**config.mk**
```make
export PLATFORM = sky130hd
export DESIGN_NAME = glyph_row_repacker
export DESIGN_NICKNAME = d
export VERILOG_FILES = /design/src/rtl/grr_pkg.sv /design/src/rtl/glyph_row_repacker.sv /design/src/rtl/grr_front.sv /design/src/rtl/grr_cmd_fifo.sv /design/src/rtl/grr_back.sv
export SDC_FILE = /design/constraint.sdc
export NUM_CORES = 1
export LEC_CHECK = 0
export ABC_AREA = 1
export BUFFER_PORTS_ARGS = -buffer_cell sky130_fd_sc_hd__clkbuf_2
export CAP_MARGIN = 20
export CELL_PAD_IN_SITES_DETAIL_PLACEMENT = 0
export CELL_PAD_IN_SITES_GLOBAL_PLACEMENT = 1
export CORE_UTILIZATION = 55
export CTS_BUF_LIST = sky130_fd_sc_hd__clkbuf_2 sky130_fd_sc_hd__clkbuf_4 sky130_fd_sc_hd__clkbuf_8
export DETAILED_ROUTE_END_ITERATION = 12
export PLACE_DENSITY_LB_ADDON = 0.1
export SLEW_MARGIN = 20
export SYNTH_ARGS = -nofsm -noshare
export SYNTH_HDL_FRONTEND = slang
export SYNTH_HIERARCHICAL = 1
export SYNTH_SLANG_ARGS = --single-unit
```
**constraint.sdc**
```tcl
create_clock -name clock -period 9.3 [get_ports clock]
set_input_delay 0.465 -clock clock [delete_from_list [all_inputs] [get_ports clock]]
set_output_delay 0.465 -clock clock [all_outputs]
set_load 0.01 [all_outputs]
```
**src/rtl/grr_pkg.sv**
```systemverilog
//------------------------------------------------------------------------------
// grr_pkg
// Shared types and constants of the glyph row repacker.
//------------------------------------------------------------------------------
package grr_pkg;

   localparam int ByteW       = 8;
   localparam int CsrIdxW     = 2;
   localparam int BprW        = 4;
   localparam int RowsW       = 8;
   localparam int MarginW     = 4;
   localparam int IdxW        = 11;
   localparam int ZeroCntW    = 6;   // up to 4 rows x 8 bytes
   localparam int BeatCntW    = 7;   // up to 32 + 2 + 32 beats per item
   localparam int CmdFifoDepth = 4;
   localparam int CmdPtrW     = $clog2(CmdFifoDepth);

   localparam logic [BprW-1:0]    BprReset    = 4'd1;
   localparam logic [RowsW-1:0]   RowsReset   = 8'd16;
   localparam logic [MarginW-1:0] MarginReset = 4'd0;
   localparam logic [BprW-1:0]    BprMax      = 4'd8;
   localparam logic [MarginW-1:0] MarginMax   = 4'd8;
   localparam logic [BprW-1:0]    PackBpr     = 4'd2;
   localparam logic [ByteW-1:0]   HiNibble    = 8'hF0;

   typedef enum logic [CsrIdxW-1:0] {
      CSR_BYTES_PER_ROW = 2'd0,
      CSR_GLYPH_ROWS    = 2'd1,
      CSR_MARGIN_ROWS   = 2'd2,
      CSR_PACK_MODE     = 2'd3
   } csr_index_type;

   typedef struct packed {
      logic                we;
      logic [CsrIdxW-1:0]  index;
      logic [ByteW-1:0]    data;
   } csr_write_type;

   // one classified input byte: what the back end must emit for it
   typedef struct packed {
      logic [ZeroCntW-1:0] top_zeros;   // blank bytes before the data
      logic [ByteW-1:0]    data0;
      logic [ByteW-1:0]    data1;
      logic                two_data;    // pack mode, third byte of a triple
      logic [BeatCntW-1:0] last_beat;   // index of the final beat
      logic                glyph_done;
   } cmd_type;

endpackage

```
**src/rtl/glyph_row_repacker.sv**
```systemverilog
//------------------------------------------------------------------------------
// glyph_row_repacker
// Pads bitmap font glyph rows with blank margin rows, optional 12-pixel repack.
//------------------------------------------------------------------------------
// Usage: each accepted byte yields one or more output beats; a front end
// classifies the byte into a command (leading blank bytes, one or two data
// bytes, trailing blank bytes) and pushes it into a 4-deep command queue, so
// input is taken at one byte per cycle as long as the queue has room. The back
// end emits one beat per cycle into a registered output stage while rsp_ready
// does not hold it, so an item with N results yields N beats (N = 1 .. 33:
// top margin floor(m/2)*bpr on the first byte of a glyph, data 1 or 2, bottom
// margin ceil(m/2)*bpr on the last byte; only a one-byte glyph carries both).
// The first beat of a byte passes the queue entry, then the command register,
// then the output register before it shows on rsp_valid. Sustained rate is
// one item per cycle while each item has a single result and rsp_ready stays
// high; bytes that carry margin rows, and the third byte of a packed triple
// (two data beats), hold the back end for their beat count, and req_ready
// drops once four commands are waiting. Configuration writes restart the
// glyph and belong only to idle periods.
module glyph_row_repacker (
   input  logic       clock,
   input  logic       reset,
   // input beats
   input  logic       req_valid,
   output logic       req_ready,
   input  logic [7:0] req_in_byte,
   // output beats
   output logic       rsp_valid,
   input  logic       rsp_ready,
   output logic [7:0] rsp_out_byte,
   output logic       rsp_run_last,
   output logic       rsp_glyph_end,
   // register writes
   input  logic       csr_we,
   input  logic [1:0] csr_index,
   input  logic [7:0] csr_wdata
);
   import grr_pkg::*;

   csr_write_type csr;
   cmd_type       push_cmd;
   cmd_type       pop_cmd;
   logic          cmd_push;
   logic          cmd_full;
   logic          cmd_pop;
   logic          cmd_avail;

   assign csr.we    = csr_we;
   assign csr.index = csr_index;
   assign csr.data  = csr_wdata;

   // front: glyph position, pack phase, config registers
   grr_front u_front (
      .clock       (clock),
      .reset       (reset),
      .csr         (csr),
      .req_valid   (req_valid),
      .req_ready   (req_ready),
      .req_in_byte (req_in_byte),
      .cmd_push    (cmd_push),
      .cmd         (push_cmd),
      .cmd_full    (cmd_full)
   );

   // decouples input stalls from margin bursts
   grr_cmd_fifo u_cmd_fifo (
      .clock     (clock),
      .reset     (reset),
      .push      (cmd_push),
      .push_cmd  (push_cmd),
      .full      (cmd_full),
      .pop       (cmd_pop),
      .pop_cmd   (pop_cmd),
      .not_empty (cmd_avail)
   );

   // back: beat sequencer and output register
   grr_back u_back (
      .clock         (clock),
      .reset         (reset),
      .cmd_avail     (cmd_avail),
      .cmd_in        (pop_cmd),
      .cmd_pop       (cmd_pop),
      .rsp_valid     (rsp_valid),
      .rsp_ready     (rsp_ready),
      .rsp_out_byte  (rsp_out_byte),
      .rsp_run_last  (rsp_run_last),
      .rsp_glyph_end (rsp_glyph_end)
   );

endmodule

```
**src/rtl/grr_front.sv**
```systemverilog
//------------------------------------------------------------------------------
// grr_front
// Takes input bytes, tracks glyph position and turns each byte into a command.
//------------------------------------------------------------------------------
module grr_front (
   input  logic                  clock,
   input  logic                  reset,
   input  grr_pkg::csr_write_type csr,
   input  logic                  req_valid,
   output logic                  req_ready,
   input  logic [7:0]            req_in_byte,
   output logic                  cmd_push,
   output grr_pkg::cmd_type      cmd,
   input  logic                  cmd_full
);
   import grr_pkg::*;

   logic [BprW-1:0]    bpr_ff, bpr_in;
   logic [RowsW-1:0]   rows_ff, rows_in;
   logic [MarginW-1:0] margin_ff, margin_in;
   logic               pack_ff, pack_in;
   logic [IdxW-1:0]    byte_index_ff, byte_index_in;
   logic [ByteW-1:0]   held_byte_ff, held_byte_in;
   logic [1:0]         phase_ff, phase_in;

   logic [BprW-1:0]     eff_bpr;
   logic [RowsW:0]      eff_rows;
   logic [RowsW:0]      rows_nz;
   logic [MarginW-1:0]  eff_margin;
   logic [MarginW:0]    margin_up;
   logic [ZeroCntW-1:0] top_zeros;
   logic [ZeroCntW-1:0] bot_zeros;
   logic [IdxW-1:0]     total;
   logic [IdxW-1:0]     idx_next;
   logic                ends;
   logic                accept;

   assign req_ready = !cmd_full;
   assign accept    = req_valid && req_ready;
   assign cmd_push  = accept;

   // effective geometry
   always_comb begin
      if (pack_ff) begin
         eff_bpr = PackBpr;
      end else if (bpr_ff == '0) begin
         eff_bpr = BprW'(1);
      end else if (bpr_ff > BprMax) begin
         eff_bpr = BprMax;
      end else begin
         eff_bpr = bpr_ff;
      end
      rows_nz = (rows_ff == '0) ? (RowsW+1)'(1) : {1'b0, rows_ff};
      eff_rows = (pack_ff && rows_nz[0]) ? rows_nz + (RowsW+1)'(1) : rows_nz;
      eff_margin = (margin_ff > MarginMax) ? MarginMax : margin_ff;
      margin_up = {1'b0, eff_margin} + (MarginW+1)'(1);
      top_zeros = ZeroCntW'(eff_margin[MarginW-1:1]) * ZeroCntW'(eff_bpr);
      bot_zeros = ZeroCntW'(margin_up[MarginW:1]) * ZeroCntW'(eff_bpr);
      total = pack_ff ? IdxW'(eff_rows[RowsW:1]) * IdxW'(3)
                      : IdxW'(eff_bpr) * IdxW'(eff_rows);
   end

   assign idx_next = byte_index_ff + IdxW'(1);
   assign ends     = (idx_next >= total) || (idx_next == '0);

   // classify the byte
   always_comb begin
      cmd.top_zeros  = (byte_index_ff == '0) ? top_zeros : '0;
      cmd.data0      = req_in_byte;
      cmd.data1      = '0;
      cmd.two_data   = 1'b0;
      cmd.glyph_done = ends;
      held_byte_in   = held_byte_ff;
      phase_in       = phase_ff;
      if (pack_ff) begin
         case (phase_ff)
            2'd1: begin
               cmd.data0    = req_in_byte & HiNibble;
               held_byte_in = req_in_byte;
               phase_in     = 2'd2;
            end
            2'd2: begin
               cmd.data0    = {held_byte_ff[3:0], req_in_byte[7:4]};
               cmd.data1    = {req_in_byte[3:0], 4'h0};
               cmd.two_data = 1'b1;
               phase_in     = 2'd0;
            end
            default: begin
               held_byte_in = req_in_byte;
               phase_in     = 2'd1;
            end
         endcase
      end
      cmd.last_beat = BeatCntW'(cmd.top_zeros)
                    + (cmd.two_data ? BeatCntW'(1) : BeatCntW'(0))
                    + (ends ? BeatCntW'(bot_zeros) : BeatCntW'(0));
      byte_index_in = idx_next;
      if (ends) begin
         byte_index_in = '0;
         held_byte_in  = '0;
         phase_in      = 2'd0;
      end
   end

   // config writes
   always_comb begin
      bpr_in    = bpr_ff;
      rows_in   = rows_ff;
      margin_in = margin_ff;
      pack_in   = pack_ff;
      case (csr_index_type'(csr.index))
         CSR_BYTES_PER_ROW: bpr_in    = csr.data[BprW-1:0];
         CSR_GLYPH_ROWS:    rows_in   = csr.data[RowsW-1:0];
         CSR_MARGIN_ROWS:   margin_in = csr.data[MarginW-1:0];
         CSR_PACK_MODE:     pack_in   = csr.data[0];
         default:           bpr_in    = bpr_ff;
      endcase
   end

   always_ff @(posedge clock) begin
      if (reset) begin
         bpr_ff        <= BprReset;
         rows_ff       <= RowsReset;
         margin_ff     <= MarginReset;
         pack_ff       <= 1'b0;
         byte_index_ff <= '0;
         held_byte_ff  <= '0;
         phase_ff      <= 2'd0;
      end else if (csr.we) begin
         // any write restarts the glyph
         bpr_ff        <= bpr_in;
         rows_ff       <= rows_in;
         margin_ff     <= margin_in;
         pack_ff       <= pack_in;
         byte_index_ff <= '0;
         held_byte_ff  <= '0;
         phase_ff      <= 2'd0;
      end else if (accept) begin
         byte_index_ff <= byte_index_in;
         held_byte_ff  <= held_byte_in;
         phase_ff      <= phase_in;
      end
   end

endmodule

```
**src/rtl/grr_cmd_fifo.sv**
```systemverilog
//------------------------------------------------------------------------------
// grr_cmd_fifo
// Short command queue between the front and back ends.
//------------------------------------------------------------------------------
module grr_cmd_fifo (
   input  logic             clock,
   input  logic             reset,
   input  logic             push,
   input  grr_pkg::cmd_type push_cmd,
   output logic             full,
   input  logic             pop,
   output grr_pkg::cmd_type pop_cmd,
   output logic             not_empty
);
   import grr_pkg::*;

   cmd_type              entry_ff [CmdFifoDepth];
   logic [CmdPtrW-1:0]   wr_ptr_ff, wr_ptr_in;
   logic [CmdPtrW-1:0]   rd_ptr_ff, rd_ptr_in;
   logic [CmdPtrW:0]     count_ff, count_in;
   logic                 do_push;
   logic                 do_pop;

   assign full      = (count_ff == (CmdPtrW+1)'(CmdFifoDepth));
   assign not_empty = (count_ff != '0);
   assign do_push   = push && !full;
   assign do_pop    = pop && not_empty;
   assign pop_cmd   = entry_ff[rd_ptr_ff];

   always_comb begin
      wr_ptr_in = do_push ? wr_ptr_ff + CmdPtrW'(1) : wr_ptr_ff;
      rd_ptr_in = do_pop  ? rd_ptr_ff + CmdPtrW'(1) : rd_ptr_ff;
      count_in  = count_ff;
      if (do_push && !do_pop) begin
         count_in = count_ff + (CmdPtrW+1)'(1);
      end else if (do_pop && !do_push) begin
         count_in = count_ff - (CmdPtrW+1)'(1);
      end
   end

   always_ff @(posedge clock) begin
      if (reset) begin
         wr_ptr_ff <= '0;
         rd_ptr_ff <= '0;
         count_ff  <= '0;
      end else begin
         wr_ptr_ff <= wr_ptr_in;
         rd_ptr_ff <= rd_ptr_in;
         count_ff  <= count_in;
      end
   end

   always_ff @(posedge clock) begin
      if (do_push) begin
         entry_ff[wr_ptr_ff] <= push_cmd;
      end
   end

endmodule

```
**src/rtl/grr_back.sv**
```systemverilog
//------------------------------------------------------------------------------
// grr_back
// Expands commands into output beats through a registered output stage.
//------------------------------------------------------------------------------
module grr_back (
   input  logic             clock,
   input  logic             reset,
   input  logic             cmd_avail,
   input  grr_pkg::cmd_type cmd_in,
   output logic             cmd_pop,
   output logic             rsp_valid,
   input  logic             rsp_ready,
   output logic [7:0]       rsp_out_byte,
   output logic             rsp_run_last,
   output logic             rsp_glyph_end
);
   import grr_pkg::*;

   cmd_type             cur_ff, cur_in;
   logic                cur_valid_ff, cur_valid_in;
   logic [BeatCntW-1:0] beat_ff, beat_in;
   logic                out_valid_ff, out_valid_in;
   logic [ByteW-1:0]    out_byte_ff, out_byte_in;
   logic                out_last_ff, out_last_in;
   logic                out_end_ff, out_end_in;

   logic                advance;
   logic                last_beat;
   logic [ByteW-1:0]    beat_byte;

   assign advance   = cur_valid_ff && (!out_valid_ff || rsp_ready);
   assign last_beat = (beat_ff == cur_ff.last_beat);
   assign cmd_pop   = cmd_avail && (!cur_valid_ff || (advance && last_beat));

   // zeros, then data, then zeros
   always_comb begin
      if (beat_ff == BeatCntW'(cur_ff.top_zeros)) begin
         beat_byte = cur_ff.data0;
      end else if (cur_ff.two_data
                   && beat_ff == BeatCntW'(cur_ff.top_zeros) + BeatCntW'(1)) begin
         beat_byte = cur_ff.data1;
      end else begin
         beat_byte = '0;
      end
   end

   always_comb begin
      cur_in       = cur_ff;
      cur_valid_in = cur_valid_ff;
      beat_in      = beat_ff;
      if (advance && !last_beat) begin
         beat_in = beat_ff + BeatCntW'(1);
      end else if (advance) begin
         cur_valid_in = 1'b0;
      end
      if (cmd_pop) begin
         cur_in       = cmd_in;
         cur_valid_in = 1'b1;
         beat_in      = '0;
      end

      out_valid_in = out_valid_ff && !rsp_ready;
      out_byte_in  = out_byte_ff;
      out_last_in  = out_last_ff;
      out_end_in   = out_end_ff;
      if (advance) begin
         out_valid_in = 1'b1;
         out_byte_in  = beat_byte;
         out_last_in  = last_beat;
         out_end_in   = last_beat && cur_ff.glyph_done;
      end
   end

   always_ff @(posedge clock) begin
      if (reset) begin
         cur_valid_ff <= 1'b0;
         out_valid_ff <= 1'b0;
         beat_ff      <= '0;
      end else begin
         cur_valid_ff <= cur_valid_in;
         out_valid_ff <= out_valid_in;
         beat_ff      <= beat_in;
      end
   end

   always_ff @(posedge clock) begin
      cur_ff      <= cur_in;
      out_byte_ff <= out_byte_in;
      out_last_ff <= out_last_in;
      out_end_ff  <= out_end_in;
   end

   assign rsp_valid     = out_valid_ff;
   assign rsp_out_byte  = out_byte_ff;
   assign rsp_run_last  = out_last_ff;
   assign rsp_glyph_end = out_end_ff;

endmodule

```
==> metrics.log <==
[metrics] run status: completed
[metrics] row count: 53
[metrics] layout cell share with drive strength beyond 1: 0.105
[metrics] TritonCTS clock tree: built
[metrics] Inserted Clock Buffers: 37
[metrics] clk_lat worst skew: 0.51 ns
[metrics] worst stage delay on the critical path: 0.73 ns
[metrics] drt initial violations: 438
[metrics] number of global-route vias before repair: 7947
[metrics] Period Utilization, post-route: 0.769
[metrics] input/output buffers: 34
[metrics] kind of end point of the critical path: register
[metrics] number of warning messages in the yosys log: 6
[metrics] data arrival time at the worst-slack endpoint: 7.47 ns
[metrics] CTS H-Tree Depth: 2
[metrics] Register-to-Register Setup Slack: 2.15 ns
[metrics] number of antenna violations at the first check in global routing: 0
[metrics] unrepaired setup endpoints after global routing: false
[metrics] final setup skew: 0.00927 ns
[metrics] Worst Hold Launch: csr_wdata[4]
[metrics] CTS Sinks: 217
[metrics] post-synthesis register bit count: 217
[metrics] PwrDens: 224 mW/mm²
[metrics] gate count of the mapped netlist: 1296
[metrics] capture point of the worst reg-to-reg path: u_cmd_fifo/entry_ff[0][7]$_DFFE_PP_
[metrics] mean cell area of the mapped netlist: 9.20 µm²
[metrics] grt total ovfl: 0
[metrics] global-route wire length before repair: 39.5 mm
[metrics] CORE AREA: 0.0212 mm²
[metrics] max-slew violations: 0
[metrics] number of maximum-capacitance violations: 0
[metrics] maximum number of pins on one net before global-route repair: 64
[metrics] overall die width: 149 µm
[metrics] Placed Instances: 1576
[metrics] leakage power of the design: 5.59 nW
[metrics] highest net fanout along the worst path: 18
[metrics] I/O Pins: 35
[metrics] most frequent cells in the layout: nand2_1 (233), nor2_1 (179), inv_1 (177)
[metrics] Syn-to-layout area delta: 8.50%
[metrics] Pre-antenna DRT Iters: 4
[metrics] most frequent standard cell in the layout excluding fill and tap cells: nand2_1
[metrics] total power: 0.00290 W
[metrics] Mapped Area: 0.0119 mm²
[metrics] highest ir drop seen on vdd: 0.118 mV
[metrics] worst path bufs/invs: 4
[metrics] Avg WL per Cell: 15.0 µm
[metrics] average via count per standard cell: 5.16
[metrics] setup slack at placement: 2.15 ns
[metrics] number of nets in the layout: 1449
[metrics] dpl hpwl: 17.0 mm
[metrics] clock tree root driver cell: clkbuf_8
[metrics] critical path required time: 9.62 ns
[metrics] worst r2r src: u_front/pack_ff$_SDFFE_PP0P_
[metrics] number of buffers between clock root and the deepest sink: 3
[metrics] critical path's top delay family: adder cells
[metrics] setup TNS: 0 ns
[metrics] Yosys cell types: 44
[metrics] number of resized instances in the post-cts repair step: 0
[metrics] clock edge transition at the registers on the reported setup and hold paths: 0.06 ns
[metrics] count of cells along the worst hold path: 3
[metrics] total track usage: 0.227
[metrics] number of buffers added to fix hold violations after cts: 0
[metrics] full die area: 0.0223 mm²
[metrics] final setup violating endpoints: 0
[metrics] relative slew slack: 0.504
[metrics] via count: 8457
[metrics] most common cell type on the critical path: nand3_1
[metrics] number of buffers inserted by post-CTS setup repair: 0
[metrics] class of the tightest hold or removal check: input pin to register
[metrics] number of fillers in the final layout: 1866
[metrics] crit path launch type: register
[metrics] count of endpoints failing hold in the final timing report: 0
[metrics] startpoint-to-endpoint class of the critical path: register to register
[metrics] antenna-violating nets left: 0
[metrics] proportion of synthesized chip area in sequential cells: 0.503
[metrics] initial core utilization: 0.563
[metrics] Min Clock Period, post-route: 7.15 ns
[metrics] Cell Count, Final, Fillers Out: 1639
[metrics] final WL: 24.6 mm
[metrics] reg2reg path depth: 32
[metrics] Min-Delay Endpoint: u_front/rows_ff[4]$_SDFFE_PP1P_
[metrics] highest-delay cell along the critical path: dfxtp_1
[metrics] final routed DRC violation total: 0
[metrics] upper clock frequency limit: 140 MHz
[metrics] fin worst setup slack: 2.15 ns
[metrics] chip height: 149 µm
[metrics] GP Congestion: 0.853
[metrics] # diodes: 0
[metrics] Slew @ Worst Pin: 0.741 ns
-- area by class of cell --
| type | count | area, µm² | area share |
|---|---|---|---|
| flip-flops and latches | 217 | 6000 | 0.464 |
| multi-input cells | 851 | 4920 | 0.380 |
| inverters | 190 | 721 | 0.0557 |
| clock buffers | 51 | 627 | 0.0485 |
| well taps | 275 | 344 | 0.0266 |
| repair buffers | 43 | 245 | 0.0190 |
| clock inverters | 12 | 78.8 | 0.00609 |
-- Yosys cell counts, drive strengths merged --
master | n | area (µm²)
or2 | 4 | 25.0
o31ai | 1 | 7.51
buf | 33 | 274
a21oi | 53 | 265
nor2 | 192 | 768
o21ai | 95 | 475
nand2 | 244 | 973
nand4 | 13 | 81.3
nor3 | 8 | 51.3
o22ai | 41 | 257
o221ai | 1 | 8.76
nand3b | 3 | 22.5
o21bai | 2 | 18.8
o22a | 1 | 8.76
xnor2 | 10 | 87.6
inv | 188 | 713
a31oi | 2 | 12.5
ha | 61 | 763
mux2i | 2 | 20.0
nor4 | 1 | 6.26
fa | 25 | 500
clkbuf | 10 | 37.5
edfxtp | 165 | 4950
clkinv | 2 | 7.51
conb | 2 | 7.51
xor2 | 20 | 175
o211ai | 2 | 20.0
o21a | 2 | 15.0
dfxtp | 52 | 1040
nand3 | 60 | 313
o2bb2ai | 1 | 8.76
-- state kept, by name, indices dropped and copies added, names as in the netlist, 2 cells and up, named ones only --
name	flops
u_back/cur_ff	31
u_cmd_fifo/wr_ptr_ff	2
u_front/byte_index_ff	11
u_front/bpr_ff	4
u_cmd_fifo/rd_ptr_ff	2
u_front/rows_ff	8
u_back/beat_ff	7
u_cmd_fifo/entry_ff	124
u_back/rsp_out_byte	8
u_front/held_byte_ff	4
u_front/phase_ff	2
u_cmd_fifo/count_ff	3
u_front/margin_ff	4
-- worst min-delay path, cell delays in order --
cell and delay (ns):
clkbuf_2 0.07, nand2_1 0.04, o211ai_1 0.06
-- worst max-delay path by stage --
stage                                 startpoint                                   to  depth (start not counted)
global placement    u_front/pack_ff$_SDFFE_PP0P_  u_cmd_fifo/entry_ff[0][7]$_DFFE_PP_                         32
floorplan           u_front/pack_ff$_SDFFE_PP0P_  u_cmd_fifo/entry_ff[0][7]$_DFFE_PP_                         33
global route        u_front/pack_ff$_SDFFE_PP0P_  u_cmd_fifo/entry_ff[0][7]$_DFFE_PP_                         32
finish              u_front/pack_ff$_SDFFE_PP0P_  u_cmd_fifo/entry_ff[0][7]$_DFFE_PP_                         32
CTS                 u_front/pack_ff$_SDFFE_PP0P_  u_cmd_fifo/entry_ff[2][7]$_DFFE_PP_                         32
detailed placement  u_front/pack_ff$_SDFFE_PP0P_  u_cmd_fifo/entry_ff[2][7]$_DFFE_PP_                         32
-- logic make-up (layout without fill, tap and decap cells) --
kind of cell	Yosys count	after routing	share of synthesized area
DFF	217	217	0.503
AOI/OAI and AO/OA	201	201	0.0921
buffers and inverters	233	296	0.0866
muxes	2	2	0.00168
xor gates and xnor gates	30	30	0.0220
other	2	7	0.000630
adders and majority gates	86	86	0.106
and+or+nand+nor	525	525	0.188
-- layer usage --
metal / GRT usage / wire length, µm / vias to the layer above
met2: 0.394 / 12200 / 121
met3: 0.0352 / 923 / 27
met4: 0.0673 / 381 / 0
met5: 0 / 0 / -
met1: 0.292 / 11100 / 3953
li1: - / - / 4356
-- stage by stage --
stage               instance area, µm²  hold slack (ns)  utilization
floorplan                        11900            0.429            -
global placement                 12200            0.464        0.577
detailed placement               12200            0.468        0.578
CTS                              12900            0.145        0.611
global route                     12900            0.163        0.611
finish                           12900            0.170        0.611
-- where the power goes --
| group | internal [W] | switching (W) | leakage (nW) | total [W] |
|---|---|---|---|---|
| combinational | 0.000221 | 0.000507 | 3.27 | 0.000728 |
| sequential | 0.00128 | 0.0000766 | 1.96 | 0.00135 |
| clock | 0.000461 | 0.000359 | 0.373 | 0.000821 |
| total | 0.00196 | 0.000943 | 5.59 | 0.00290 |
(Power assumes the default switching activity.)
